File: src/sliding_window_median_core_assert.svh
// Assertion macros used by the running median filter datapath.
`ifndef SLIDING_WINDOW_MEDIAN_CORE_ASSERT_SVH
`define SLIDING_WINDOW_MEDIAN_CORE_ASSERT_SVH

`ifndef SYNTHESIS

`define SWM_ASSERT_ALWAYS(lbl, expr, msg) \
    lbl: assert property (@(posedge i_clk) disable iff (!i_rst_n) (expr)) else $error(msg);

`define SWM_ASSERT_IMPL(lbl, ante, cons, msg) \
    lbl: assert property (@(posedge i_clk) disable iff (!i_rst_n) (ante) |-> (cons)) \
        else $error(msg);

`define SWM_ASSERT_NEXT(lbl, ante, cons, msg) \
    lbl: assert property (@(posedge i_clk) disable iff (!i_rst_n) (ante) |=> (cons)) \
        else $error(msg);

`else

`define SWM_ASSERT_ALWAYS(lbl, expr, msg)
`define SWM_ASSERT_IMPL(lbl, ante, cons, msg)
`define SWM_ASSERT_NEXT(lbl, ante, cons, msg)

`endif

`endif

File: src/swm_pkg.sv
// Shared types and constants of the running median filter.
package swm_pkg;

    localparam int CFG_BITS = 7;
    localparam logic [CFG_BITS-1:0] WINDOW_RESET = 7'd3;

    typedef struct packed {
        logic take;
        logic arr_rd;
        logic victim_ld;
        logic rem_rd;
        logic rem_cmp;
        logic rem_done;
        logic ins_start;
        logic ins_rd;
        logic ins_cmp;
        logic ins_zero;
        logic ins_done;
        logic med_rd0;
        logic med_rd1;
        logic out_ld;
    } t_dp_cmd;

    typedef struct packed {
        logic need_drop;
        logic j_eq_fill;
        logic j_zero;
        logic ins_gt;
        logic full_after;
    } t_dp_sts;

endpackage

File: src/swm_ctrl.sv
// Sequencer of the running median filter: request handshake and step control.
module swm_ctrl (
    input  logic             i_clk,
    input  logic             i_rst_n,
    input  logic             i_in_valid,
    output logic             o_in_stall,
    output logic             o_out_valid,
    input  logic             i_out_stall,
    input  swm_pkg::t_dp_sts i_sts,
    output swm_pkg::t_dp_cmd o_cmd
);
    import swm_pkg::*;

    typedef enum logic [13:0] {
        S_IDLE      = 14'b00000000000001,
        S_CHECK     = 14'b00000000000010,
        S_ARR_RD    = 14'b00000000000100,
        S_VICTIM    = 14'b00000000001000,
        S_REM_RD    = 14'b00000000010000,
        S_REM_CMP   = 14'b00000000100000,
        S_REM_DONE  = 14'b00000001000000,
        S_INS_START = 14'b00000010000000,
        S_INS_RD    = 14'b00000100000000,
        S_INS_CMP   = 14'b00001000000000,
        S_INS_DONE  = 14'b00010000000000,
        S_MED_RD0   = 14'b00100000000000,
        S_MED_RD1   = 14'b01000000000000,
        S_MED_SUM   = 14'b10000000000000
    } t_state;

    t_state  r_state;
    t_state  n_state;
    logic    r_out_valid;
    logic    n_out_valid;
    logic    out_free;
    t_dp_cmd n_cmd;

    assign out_free    = !r_out_valid || !i_out_stall;
    assign o_in_stall  = (r_state != S_IDLE);
    assign o_out_valid = r_out_valid;
    assign o_cmd       = n_cmd;

    always_comb begin
        n_state = r_state;
        n_cmd   = '0;
        unique case (r_state)
            S_IDLE: begin
                if (i_in_valid) begin
                    n_cmd.take = 1'b1;
                    n_state    = S_CHECK;
                end
            end
            S_CHECK: begin
                n_state = i_sts.need_drop ? S_ARR_RD : S_INS_START;
            end
            S_ARR_RD: begin
                n_cmd.arr_rd = 1'b1;
                n_state      = S_VICTIM;
            end
            S_VICTIM: begin
                n_cmd.victim_ld = 1'b1;
                n_state         = S_REM_RD;
            end
            S_REM_RD: begin
                if (i_sts.j_eq_fill) begin
                    n_state = S_REM_DONE;
                end else begin
                    n_cmd.rem_rd = 1'b1;
                    n_state      = S_REM_CMP;
                end
            end
            S_REM_CMP: begin
                n_cmd.rem_cmp = 1'b1;
                n_state       = S_REM_RD;
            end
            S_REM_DONE: begin
                n_cmd.rem_done = 1'b1;
                n_state        = S_CHECK;
            end
            S_INS_START: begin
                n_cmd.ins_start = 1'b1;
                n_state         = S_INS_RD;
            end
            S_INS_RD: begin
                if (i_sts.j_zero) begin
                    n_cmd.ins_zero = 1'b1;
                    n_state        = S_INS_DONE;
                end else begin
                    n_cmd.ins_rd = 1'b1;
                    n_state      = S_INS_CMP;
                end
            end
            S_INS_CMP: begin
                n_cmd.ins_cmp = 1'b1;
                n_state       = i_sts.ins_gt ? S_INS_RD : S_INS_DONE;
            end
            S_INS_DONE: begin
                n_cmd.ins_done = 1'b1;
                n_state        = i_sts.full_after ? S_MED_RD0 : S_IDLE;
            end
            S_MED_RD0: begin
                n_cmd.med_rd0 = 1'b1;
                n_state       = S_MED_RD1;
            end
            S_MED_RD1: begin
                n_cmd.med_rd1 = 1'b1;
                n_state       = S_MED_SUM;
            end
            S_MED_SUM: begin
                if (out_free) begin
                    n_cmd.out_ld = 1'b1;
                    n_state      = S_IDLE;
                end
            end
            default: begin
                n_state = S_IDLE;
            end
        endcase
    end

    always_comb begin
        n_out_valid = r_out_valid;
        if (n_cmd.out_ld) begin
            n_out_valid = 1'b1;
        end else if (r_out_valid && !i_out_stall) begin
            n_out_valid = 1'b0;
        end
    end

    always_ff @(posedge i_clk) begin
        if (!i_rst_n) begin
            r_state     <= S_IDLE;
            r_out_valid <= 1'b0;
        end else begin
            r_state     <= n_state;
            r_out_valid <= n_out_valid;
        end
    end

endmodule

File: src/swm_dp.sv
// Datapath of the running median filter: arrival ring, sorted window, counters.
`include "sliding_window_median_core_assert.svh"

module swm_dp #(
    parameter int MAX_WINDOW  = 64,
    parameter int SAMPLE_BITS = 16
) (
    input  logic                                i_clk,
    input  logic                                i_rst_n,
    input  logic                                i_cfg_wr_en,
    input  logic [swm_pkg::CFG_BITS-1:0]        i_cfg_wr_data,
    input  logic signed [SAMPLE_BITS-1:0]       i_sample,
    input  logic                                i_restart,
    input  swm_pkg::t_dp_cmd                    i_cmd,
    output swm_pkg::t_dp_sts                    o_sts,
    output logic signed [SAMPLE_BITS:0]         o_median_x2
);
    import swm_pkg::*;

    localparam int AW = (MAX_WINDOW > 1) ? $clog2(MAX_WINDOW) : 1;
    localparam int CW = $clog2(MAX_WINDOW + 1);
    localparam int PW = CW + 1;
    localparam int WW = (CW > CFG_BITS) ? CW : CFG_BITS;

    logic signed [SAMPLE_BITS-1:0] arr_mem [MAX_WINDOW];
    logic signed [SAMPLE_BITS-1:0] srt_mem [MAX_WINDOW];

    logic [CFG_BITS-1:0]           r_window_size;
    logic [CW-1:0]                 r_fill;
    logic [AW-1:0]                 r_oldest;
    logic [CW-1:0]                 r_j;
    logic                          r_found;
    logic signed [SAMPLE_BITS-1:0] r_sample;
    logic signed [SAMPLE_BITS-1:0] r_victim;
    logic signed [SAMPLE_BITS-1:0] r_acc;
    logic signed [SAMPLE_BITS:0]   r_median;
    logic signed [SAMPLE_BITS-1:0] r_arr_rd;
    logic signed [SAMPLE_BITS-1:0] r_srt_rd;

    logic [WW-1:0]                 cfg_ext;
    logic [CW-1:0]                 win;
    logic [CW-1:0]                 med_hi;
    logic [CW-1:0]                 med_lo;
    logic [PW-1:0]                 pos_sum;
    logic [PW-1:0]                 pos_wrap;
    logic [AW-1:0]                 ring_wr_addr;
    logic [AW-1:0]                 oldest_inc;
    logic [CW-1:0]                 j_dec;
    logic                          ins_gt;

    logic                          srt_we;
    logic [AW-1:0]                 srt_waddr;
    logic signed [SAMPLE_BITS-1:0] srt_wdata;
    logic                          srt_re;
    logic [AW-1:0]                 srt_raddr;

    // clamp window to 1..MAX_WINDOW
    always_comb begin
        cfg_ext = WW'(r_window_size);
        if (cfg_ext == '0) begin
            win = CW'(1);
        end else if (cfg_ext > WW'(MAX_WINDOW)) begin
            win = CW'(MAX_WINDOW);
        end else begin
            win = CW'(cfg_ext);
        end
    end

    assign med_hi = win >> 1;
    assign med_lo = win[0] ? med_hi : med_hi - CW'(1);

    assign pos_sum      = PW'(r_oldest) + PW'(r_fill);
    assign pos_wrap     = (pos_sum >= PW'(MAX_WINDOW)) ? pos_sum - PW'(MAX_WINDOW) : pos_sum;
    assign ring_wr_addr = pos_wrap[AW-1:0];
    assign oldest_inc   = (r_oldest == AW'(MAX_WINDOW - 1)) ? '0 : r_oldest + AW'(1);
    assign j_dec        = r_j - CW'(1);
    assign ins_gt       = (r_srt_rd > r_sample);

    assign o_sts.need_drop  = (r_fill >= win);
    assign o_sts.j_eq_fill  = (r_j == r_fill);
    assign o_sts.j_zero     = (r_j == '0);
    assign o_sts.ins_gt     = ins_gt;
    assign o_sts.full_after = ((PW'(r_fill) + PW'(1)) == PW'(win));

    assign o_median_x2 = r_median;

    always_comb begin
        srt_we    = 1'b0;
        srt_waddr = r_j[AW-1:0];
        srt_wdata = r_sample;
        if (i_cmd.rem_cmp && r_found) begin
            srt_we    = 1'b1;
            srt_waddr = j_dec[AW-1:0];
            srt_wdata = r_srt_rd;
        end else if (i_cmd.ins_zero) begin
            srt_we    = 1'b1;
            srt_waddr = '0;
        end else if (i_cmd.ins_cmp) begin
            srt_we    = 1'b1;
            srt_wdata = ins_gt ? r_srt_rd : r_sample;
        end
    end

    always_comb begin
        srt_re    = 1'b1;
        srt_raddr = r_j[AW-1:0];
        if (i_cmd.ins_rd) begin
            srt_raddr = j_dec[AW-1:0];
        end else if (i_cmd.med_rd0) begin
            srt_raddr = med_lo[AW-1:0];
        end else if (i_cmd.med_rd1) begin
            srt_raddr = med_hi[AW-1:0];
        end else if (!i_cmd.rem_rd) begin
            srt_re = 1'b0;
        end
    end

    always_ff @(posedge i_clk) begin
        if (i_cmd.ins_start) begin
            arr_mem[ring_wr_addr] <= r_sample;
        end
        if (i_cmd.arr_rd) begin
            r_arr_rd <= arr_mem[r_oldest];
        end
    end

    always_ff @(posedge i_clk) begin
        if (srt_we) begin
            srt_mem[srt_waddr] <= srt_wdata;
        end
        if (srt_re) begin
            r_srt_rd <= srt_mem[srt_raddr];
        end
    end

    always_ff @(posedge i_clk) begin
        if (!i_rst_n) begin
            r_window_size <= WINDOW_RESET;
            r_fill        <= '0;
            r_oldest      <= '0;
            r_j           <= '0;
            r_found       <= 1'b0;
        end else begin
            if (i_cfg_wr_en) begin
                r_window_size <= i_cfg_wr_data;
            end
            if (i_cmd.take && i_restart) begin
                r_fill   <= '0;
                r_oldest <= '0;
            end else if (i_cmd.rem_done) begin
                r_fill   <= r_fill - CW'(1);
                r_oldest <= oldest_inc;
            end else if (i_cmd.ins_done) begin
                r_fill <= r_fill + CW'(1);
            end
            if (i_cmd.victim_ld) begin
                r_j     <= '0;
                r_found <= 1'b0;
            end else if (i_cmd.rem_cmp) begin
                r_j <= r_j + CW'(1);
                if (!r_found && (r_srt_rd == r_victim)) begin
                    r_found <= 1'b1;
                end
            end else if (i_cmd.ins_start) begin
                r_j <= r_fill;
            end else if (i_cmd.ins_cmp && ins_gt) begin
                r_j <= j_dec;
            end
        end
    end

    always_ff @(posedge i_clk) begin
        if (i_cmd.take) begin
            r_sample <= i_sample;
        end
        if (i_cmd.victim_ld) begin
            r_victim <= r_arr_rd;
        end
        if (i_cmd.med_rd1) begin
            r_acc <= r_srt_rd;
        end
        if (i_cmd.out_ld) begin
            r_median <= (SAMPLE_BITS + 1)'(r_acc) + (SAMPLE_BITS + 1)'(r_srt_rd);
        end
    end

    `SWM_ASSERT_ALWAYS(a_fill_bound, r_fill <= CW'(MAX_WINDOW), "fill count above window depth")
    `SWM_ASSERT_IMPL(a_no_drop_empty, i_cmd.rem_done, r_fill != '0, "drop from an empty window")
    `SWM_ASSERT_NEXT(a_fill_inc, i_cmd.ins_done, r_fill == $past(r_fill) + CW'(1), "fill not advanced on insert")

endmodule

File: src/sliding_window_median_core.sv
// Running median filter. Each request is first taken in; then, while the window is full,
// the oldest sample is found in the sorted window and removed, then the new sample is inserted
// in order, and a median is produced once the window is full, held while a previous result
// is stalled. No new request is taken until the current one is finished.
// The scans walk the sorted window memory, one entry per read-then-write pair.
// Synchronous active-low reset empties the window, clears the output valid and sets window size 3.
module sliding_window_median_core #(
    parameter int MAX_WINDOW  = 64,
    parameter int SAMPLE_BITS = 16
) (
    input  logic                         i_clk,
    input  logic                         i_rst_n,
    input  logic                         i_cfg_wr_en,
    input  logic [swm_pkg::CFG_BITS-1:0] i_cfg_wr_data,
    input  logic                         i_in_valid,
    output logic                         o_in_stall,
    input  logic signed [SAMPLE_BITS-1:0] i_sample,
    input  logic                         i_restart,
    output logic                         o_out_valid,
    input  logic                         i_out_stall,
    output logic signed [SAMPLE_BITS:0]  o_median_x2
);
    import swm_pkg::*;

    t_dp_cmd cmd;
    t_dp_sts sts;

    swm_ctrl u_ctrl (
        .i_clk       (i_clk),
        .i_rst_n     (i_rst_n),
        .i_in_valid  (i_in_valid),
        .o_in_stall  (o_in_stall),
        .o_out_valid (o_out_valid),
        .i_out_stall (i_out_stall),
        .i_sts       (sts),
        .o_cmd       (cmd)
    );

    swm_dp #(
        .MAX_WINDOW  (MAX_WINDOW),
        .SAMPLE_BITS (SAMPLE_BITS)
    ) u_dp (
        .i_clk         (i_clk),
        .i_rst_n       (i_rst_n),
        .i_cfg_wr_en   (i_cfg_wr_en),
        .i_cfg_wr_data (i_cfg_wr_data),
        .i_sample      (i_sample),
        .i_restart     (i_restart),
        .i_cmd         (cmd),
        .o_sts         (sts),
        .o_median_x2   (o_median_x2)
    );

endmodule

File: config.mk
export PLATFORM = sky130hd
export DESIGN_NAME = sliding_window_median_core
export DESIGN_NICKNAME = d
export VERILOG_FILES = /design/src/swm_pkg.sv /design/src/swm_ctrl.sv /design/src/swm_dp.sv /design/src/sliding_window_median_core.sv
export VERILOG_INCLUDE_DIRS = /design/src /design/src/src
export SDC_FILE = /design/constraint.sdc
export NUM_CORES = 2
export LEC_CHECK = 0
export ABC_AREA = 1
export BUFFER_PORTS_ARGS = -buffer_cell sky130_fd_sc_hd__clkbuf_2
export CORE_MARGIN = 2
export CORE_UTILIZATION = 55
export DETAILED_ROUTE_END_ITERATION = 7
export GPL_TIMING_DRIVEN = 0
export PLACE_DENSITY = 0.75
export SKIP_LAST_GASP = 1
export SYNTH_ARGS = -nofsm -noshare
export SYNTH_HDL_FRONTEND = slang
export SYNTH_SLANG_ARGS = --single-unit
File: constraint.sdc
create_clock -name i_clk -period 8.8 [get_ports i_clk]
set_clock_uncertainty 0.15 [all_clocks]
set_input_delay 0.88 -clock i_clk [delete_from_list [all_inputs] [get_ports i_clk]]
set_output_delay 0.88 -clock i_clk [all_outputs]
set_load 0.01 [all_outputs]
==> After elaboration in Yosys (flattened, before gate mapping) <==
Memories as Yosys holds them, arrays and structs flattened. A register that Yosys moved wholly into a read port is not among the register bits.
Cells that the tools add are included.
{ "word_totals": {"inputBits": 29, "n_memories": 2, "out_inout_bits": 19, "ff_bits": 108, "mem_bits_rw": 2048} }
{ "classes": {"n_addsub": 10, "reduce_logical": 19, "n_mux": 59, "bitwise": 1, "eq_ne": 21, "order_cmp": 4} }
{ "memory_table": {"columns": ["memory", "depth", "width", "rd", "rd_clocked_by_memory_dff", "wr", "line", "text"], "rows": [
  ["u_dp.arr_mem", 64, 16, 1, 1, 1, "swm_dp.sv:25", "logic signed [SAMPLE_BITS-1:0] arr_mem [MAX_WINDOW];"],
  ["u_dp.srt_mem", 64, 16, 1, 1, 1, "swm_dp.sv:26", "logic signed [SAMPLE_BITS-1:0] srt_mem [MAX_WINDOW];"]
]} }
{ "ops": {"columns": ["operator", "n"], "rows": [
  ["$pmux W14 S13", 1],
  ["$mux W16", 4],
  ["$mux W7", 8],
  ["$mux W6", 8],
  ["$mux W1", 32],
  ["$mux W14", 2],
  ["$mux W11", 2],
  ["$add A16 B16 Y17", 1],
  ["$eq A16 B16 Y1", 1],
  ["$gt A16 B16 Y1", 1],
  ["$add A7 B1 Y7 const B", 2],
  ["$eq A14 B1 Y1 const B", 1],
  ["$eq A14 B10 Y1 const B", 1],
  ["$eq A14 B11 Y1 const B", 1],
  ["$eq A14 B12 Y1 const B", 1],
  ["$eq A14 B13 Y1 const B", 1],
  ["$eq A14 B14 Y1 const B", 1],
  ["$eq A14 B2 Y1 const B", 1],
  ["$eq A14 B3 Y1 const B", 1],
  ["$eq A14 B4 Y1 const B", 1],
  ["$eq A14 B5 Y1 const B", 1],
  ["$eq A14 B6 Y1 const B", 1],
  ["$eq A14 B7 Y1 const B", 1],
  ["$eq A14 B8 Y1 const B", 1],
  ["26 further kinds", 39]
]} }

==> Longest topological paths before layout <==
{ "depth": {"word_depth": 7, "depth_mapped": 20, "depth_no_buf": 17} }

==> Modules after synthesis <==
A second synthesis with hierarchy kept.
{ "unflattened": {"cells_unflattened": 7725, "area_unflattened_um2": 91036.1} }
{ "modules_own_cells": {"columns": ["mod", "area_per_inst_um2", "cells_each", "instances"], "rows": [
  ["swm_dp", 90046.4, 7571, 1],
  ["swm_ctrl", 989.7, 154, 1]
]} }

==> Worst setup path before layout <==
OpenSTA, ideal clock, no wires.
{ "synth_path": {"path_kind": "register to register", "startpoint": "register u_dp.r_sample[13]", "endpoint": "memory u_dp.srt_mem[0][15], data pin", "stages_incl_launch_ff": 11, "required_ps": 7948, "synth_period_minus_slack_ps": 6099, "path_slack_ps": 2701, "t_arrival_ps": 5247, "path_cell_list": "edfxtp_1 > inv_1 > ha_1 > a21oi_1 > nor2_1 > nor4_1 > nand3_1 > nand4_1 > nand2_1 > clkbuf_1 > o21ai_0"} }
{ "synth_via": {"elab_chain_len": 5} }
{ "synth_lines": {"columns": ["element", "line", "text"], "rows": [
  ["start, declared", "swm_dp.sv:33", "logic signed [SAMPLE_BITS-1:0] r_sample;"],
  ["start signal, assigned", "swm_dp.sv:174", "r_sample <= i_sample;"],
  ["$gt A16 B16 Y1", "swm_dp.sv:77", "assign ins_gt = (r_srt_rd > r_sample);"],
  ["$mux W16", "swm_dp.sv:100", "srt_wdata = ins_gt ? r_srt_rd : r_sample;"],
  ["$mux W16", "swm_dp.sv:98", "end else if (i_cmd.ins_cmp) begin"],
  ["$mux W16", "swm_dp.sv:95", "end else if (i_cmd.ins_zero) begin"],
  ["$mux W16", "swm_dp.sv:91", "if (i_cmd.rem_cmp && r_found) begin"],
  ["via u_dp.srt_wdata[15]", "swm_dp.sv:53", "logic signed [SAMPLE_BITS-1:0] srt_wdata;"],
  ["end, declared", "swm_dp.sv:26", null]
]} }
The timed path passes the listed nets, and every way through them passes these cells.

==> Final worst setup path <==
{ "layout_path": {"startpoint": "register u_dp.r_sample[9]", "endpoint": "memory u_dp.srt_mem[3][0], data pin"} }
Same word-level chain as after synthesis.

==> results.md <==
- Clock-pin slew on the worst setup and hold paths: 0.06 ns
- Pleak: 37.7 nW
- DR vias/cell: 6.69
- Post-synth EDFFs: 2145
- Outcome: finished with violations
- 1st-pass router iterations: 8
- Hold Crit Depth: 1
- Slew HR: 9.69%
- Final ANT Viol Nets: 0
- HPWL after DPL: 254000 um
- Filler instances: 12400
- Root Driver: clkbuf_16
- Core box area: 167000 sq um
- Initial Utilization: 55.3%
- Vert. Die Dim: 414 um
- P_int: 17.5 mW
- First-pass GRT wire length: 501000 um
- Post-CTS sizing: 0
- Vias: 70800
- Max-cap violations: 0
- Worst setup EP type: register
- P per Cell Area: 215 nW/um^2
- Met1 Use GR: 52.9%
- R2R Path End: u_dp.srt_mem[3][0]$_DFFE_PP_
- Iteration-0 DRC Markers: 13500
- Crit path DAT: 6.02 ns
- Die Wd: 414 um
- Sw frac: 23.9%
- Final min period: 5.66 ns
- WHS Endpoint: u_dp.r_sample[14]$_DFFE_PP_
- CP Cell Sequence: inv_1, ha_1, nand3_1, a31oi_1, nor4_1, a21o_1, nand4_1, nand2_1, clkbuf_1, nand2_1, nand2_4
- Layout cells sized above 1: 10.9%
- Max Fclk: 0.177 GHz
- Crit-path most repeated cell: nand2_1
- GRT overflow: 0
- Netlist Area Pre-Place: 92200 sq um
- Reg2Reg Launch Point: u_dp.r_sample[9]$_DFFE_PP_
- Worst reg-to-reg setup slack: 3.14 ns
- Clock latency on the worst-skew pair: 0.92 ns
- FF-to-FF path depth: 11
- H-tree depth: 4
- HP Class: primary input to register
- Area leader, netlist: edfxtp_1
- Vias in the first global route: 66100
- Async SR Flop Fraction: 0%
- Hold path startpoint: i_sample[14]
- Ports: 48
- Net Count, Synth: 7866
- Largest net degree at the start of global routing: 65
- Slowest Stage Delay on Critical Path: 1.08 ns
- Met3 GRT Util: 13.0%
- Die ar.: 171000 sq um
- Critical Path RT: 9.16 ns
- Core Util, Final: 63.8%
- Synth cell types: 56
- DRC: 4
- Sequential area share after synthesis: 70.8%
- Synth-to-layout area growth: 15.5%
- Main synth FF type: edfxtp_1
- Critical path type: register to register
- Clock share of power: 39.8%
- Antenna violations before repair: 17
- GR Util All Layers: 42.5%
- # rows: 150
- Nets: 8284
- Sequential share of power: 52.8%
- Top post-synthesis cells by count: 2145 x edfxtp_1, 1199 x nand3_1, 1152 x nand2_1, 721 x nor2_1, 557 x o21ai_0
- Final WL: 367000 um
- Synth top area share: 69.8%
- Failing checks: DRC
- Tcrit/Tclk final: 64.3%
- Routed WL per cell: 34.7 um
- Cts bufs inserted: 215
- VDD IR max: 0.246 mV
- RSZ-0062 raised after global routing: no
- I/O Buffers: 46
- Worst Setup Start Kind: register
- Setup violators final: 0
- Bufs on Longest Clock Path: 3
- Clock sink count: 2188
- Setup Fix Bufs, Post-CTS: 0
- Most frequent cell after synthesis: edfxtp_1
- CTS tree: yes
- Min Hold Slack: 0.0128 ns
- Synthesized flop and latch total: 2188
- Net Sw Power: 5.47 mW
- CP max stage cell: edfxtp_1
- Synth warnings: 0
- Hold Fails Final Rpt: 0
- Gate power share: 7.5%
- Largest fanout on the critical path: 64
- Mean post-synth cell area: 11.9 sq um
- Synth area leaders: edfxtp_1 70%, nand3_1 6.5%, nand2_1 4.7%, o21ai_0 3.0%, nor2_1 2.9%
- Most Crowded Layer GR: met2
- Grt met2 use: 62.1%
- Mapped Cells: 7780
- Worst Tran Pin Value: 1.35 ns
- Slew Limit Fails: 0
- GPL Wtd Cong: 1.06
kinds of logic (layout without fill, tap and decap cells):
logic type	count (synthesis)	count (layout)	synth area share (%)
compound gates	989	989	6.32
xor+xnor	59	59	0.560
buf+inv	1069	1664	4.71
fa+ha+maj	57	57	0.798
simple gates	3418	3418	16.9
flops	2188	2188	70.8
other cells	0	4	0
worst max-delay path by stage:
stage	endpoint	depth (start not counted)	startpoint
final	u_dp.srt_mem[3][0]$_DFFE_PP_	11	u_dp.r_sample[9]$_DFFE_PP_
after detailed placement	u_dp.srt_mem[3][0]$_DFFE_PP_	11	u_dp.r_sample[9]$_DFFE_PP_
after global placement	u_dp.srt_mem[29][1]$_DFFE_PP_	10	u_dp.r_sample[14]$_DFFE_PP_
after floorplan	u_dp.srt_mem[0][15]$_DFFE_PP_	10	u_dp.r_sample[13]$_DFFE_PP_
after global routing	u_dp.srt_mem[3][0]$_DFFE_PP_	11	u_dp.r_sample[9]$_DFFE_PP_
after CTS	u_dp.srt_mem[3][0]$_DFFE_PP_	11	u_dp.r_sample[9]$_DFFE_PP_
metal layers:
| layer | vias up | wire, um |
|---|---|---|
| met5 | - | 189 |
| met4 | 12 | 36000 |
| met3 | 1611 | 54300 |
| met2 | 6648 | 156000 |
| met1 | 33800 | 120000 |
| li1 | 28700 | - |
cell usage in the layout, fill, tap and decap left out, types with 22 or more instances in the layout:
| cell type | instances |
|---|---|
| ha_1 | 54 |
| buf_12 | 28 |
| nand4_1 | 38 |
| o21ai_0 | 542 |
| o211ai_1 | 28 |
| clkinv_1 | 45 |
| clkbuf_2 | 46 |
| clkinv_2 | 44 |
| nor2_4 | 83 |
| clkbuf_1 | 325 |
| a31oi_1 | 22 |
| nand3b_1 | 241 |
| o221ai_1 | 102 |
| nor2_1 | 591 |
| dfxtp_1 | 43 |
| nand3_1 | 1199 |
| o22ai_1 | 158 |
| nand2_1 | 1151 |
| buf_2 | 190 |
| inv_1 | 553 |
| a21oi_1 | 70 |
| buf_8 | 33 |
| xor2_1 | 40 |
| clkbuf_16 | 215 |
| nor2_2 | 60 |
| buf_16 | 90 |
| edfxtp_1 | 2145 |
timing repair:
action | CTS | global route
setup endpoints to repair | 0 | 0
endpoints found under the hold margin | 3 | 0
hold buffers | 3 | 0
area by class of cell:
type / instances / area (sq um) / area share, %
inverter: 571 / 2140 / 2.01
clock buffer: 266 / 5570 / 5.23
multi-input combinational: 4523 / 23500 / 22.1
buffer: 498 / 2200 / 2.06
timing repair buffer: 201 / 3800 / 3.57
clock inverter: 128 / 1220 / 1.15
antenna: 4 / 10.0 / 0.00940
tap: 2204 / 2760 / 2.59
sequential: 2188 / 65300 / 61.3
state kept, by name, indices dropped and copies added (netlist names):
register	cells
u_dp.cfg_ext	7
u_dp.r_j	7
u_dp.r_found	1
u_dp.r_acc	16
u_dp.r_sample	16
u_dp.arr_mem	1024
u_dp.r_srt_rd	16
u_dp.r_arr_rd	16
u_ctrl.r_state	14
u_dp.o_median_x2	17
u_ctrl.o_out_valid	1
u_dp.r_victim	16
u_dp.srt_mem	1024
u_dp.r_oldest	6
u_dp.r_fill	7
power groups by stage:
| stage | clock network (mW) | logic (mW) | registers (mW) |
|---|---|---|---|
| after global routing | 9.44 | 1.73 | 12.1 |
| after CTS | 9.04 | 1.63 | 12.1 |
| after global placement | 0 | 0.880 | 12.8 |
| final | 9.12 | 1.71 | 12.1 |
| after detailed placement | 0 | 1.63 | 12.3 |
| after floorplan | 0 | 0.435 | 12.5 |
metrics by stage:
| step | setup TNS [ns] | power, mW | setup slack (ns) | area (sq um) | std cells |
|---|---|---|---|---|---|
| after global placement | -3698.34 | 13.7 | -4.86 | 95200 | 10000 |
| after detailed placement | 0 | 13.9 | 3.45 | 99700 | 10200 |
| after global routing | 0 | 23.3 | 2.95 | 107000 | 10600 |
| after CTS | 0 | 22.8 | 3.44 | 107000 | 10600 |
| after floorplan | 0 | 12.9 | 2.70 | 92200 | 7780 |
| final | 0 | 22.9 | 3.14 | 107000 | 10600 |
worst max-delay path: cells and delay by family (launching register included):
family	cells	cell delay, ns
flip-flops	1	1.08
AO/OA/AOI/OAI	2	0.28
buffers and inverters	2	1.24
AND/OR/NAND/NOR	6	1.98
adder cells (fa/ha/maj)	1	0.39
No activity file was read; power rests on OpenSTA's default activity.
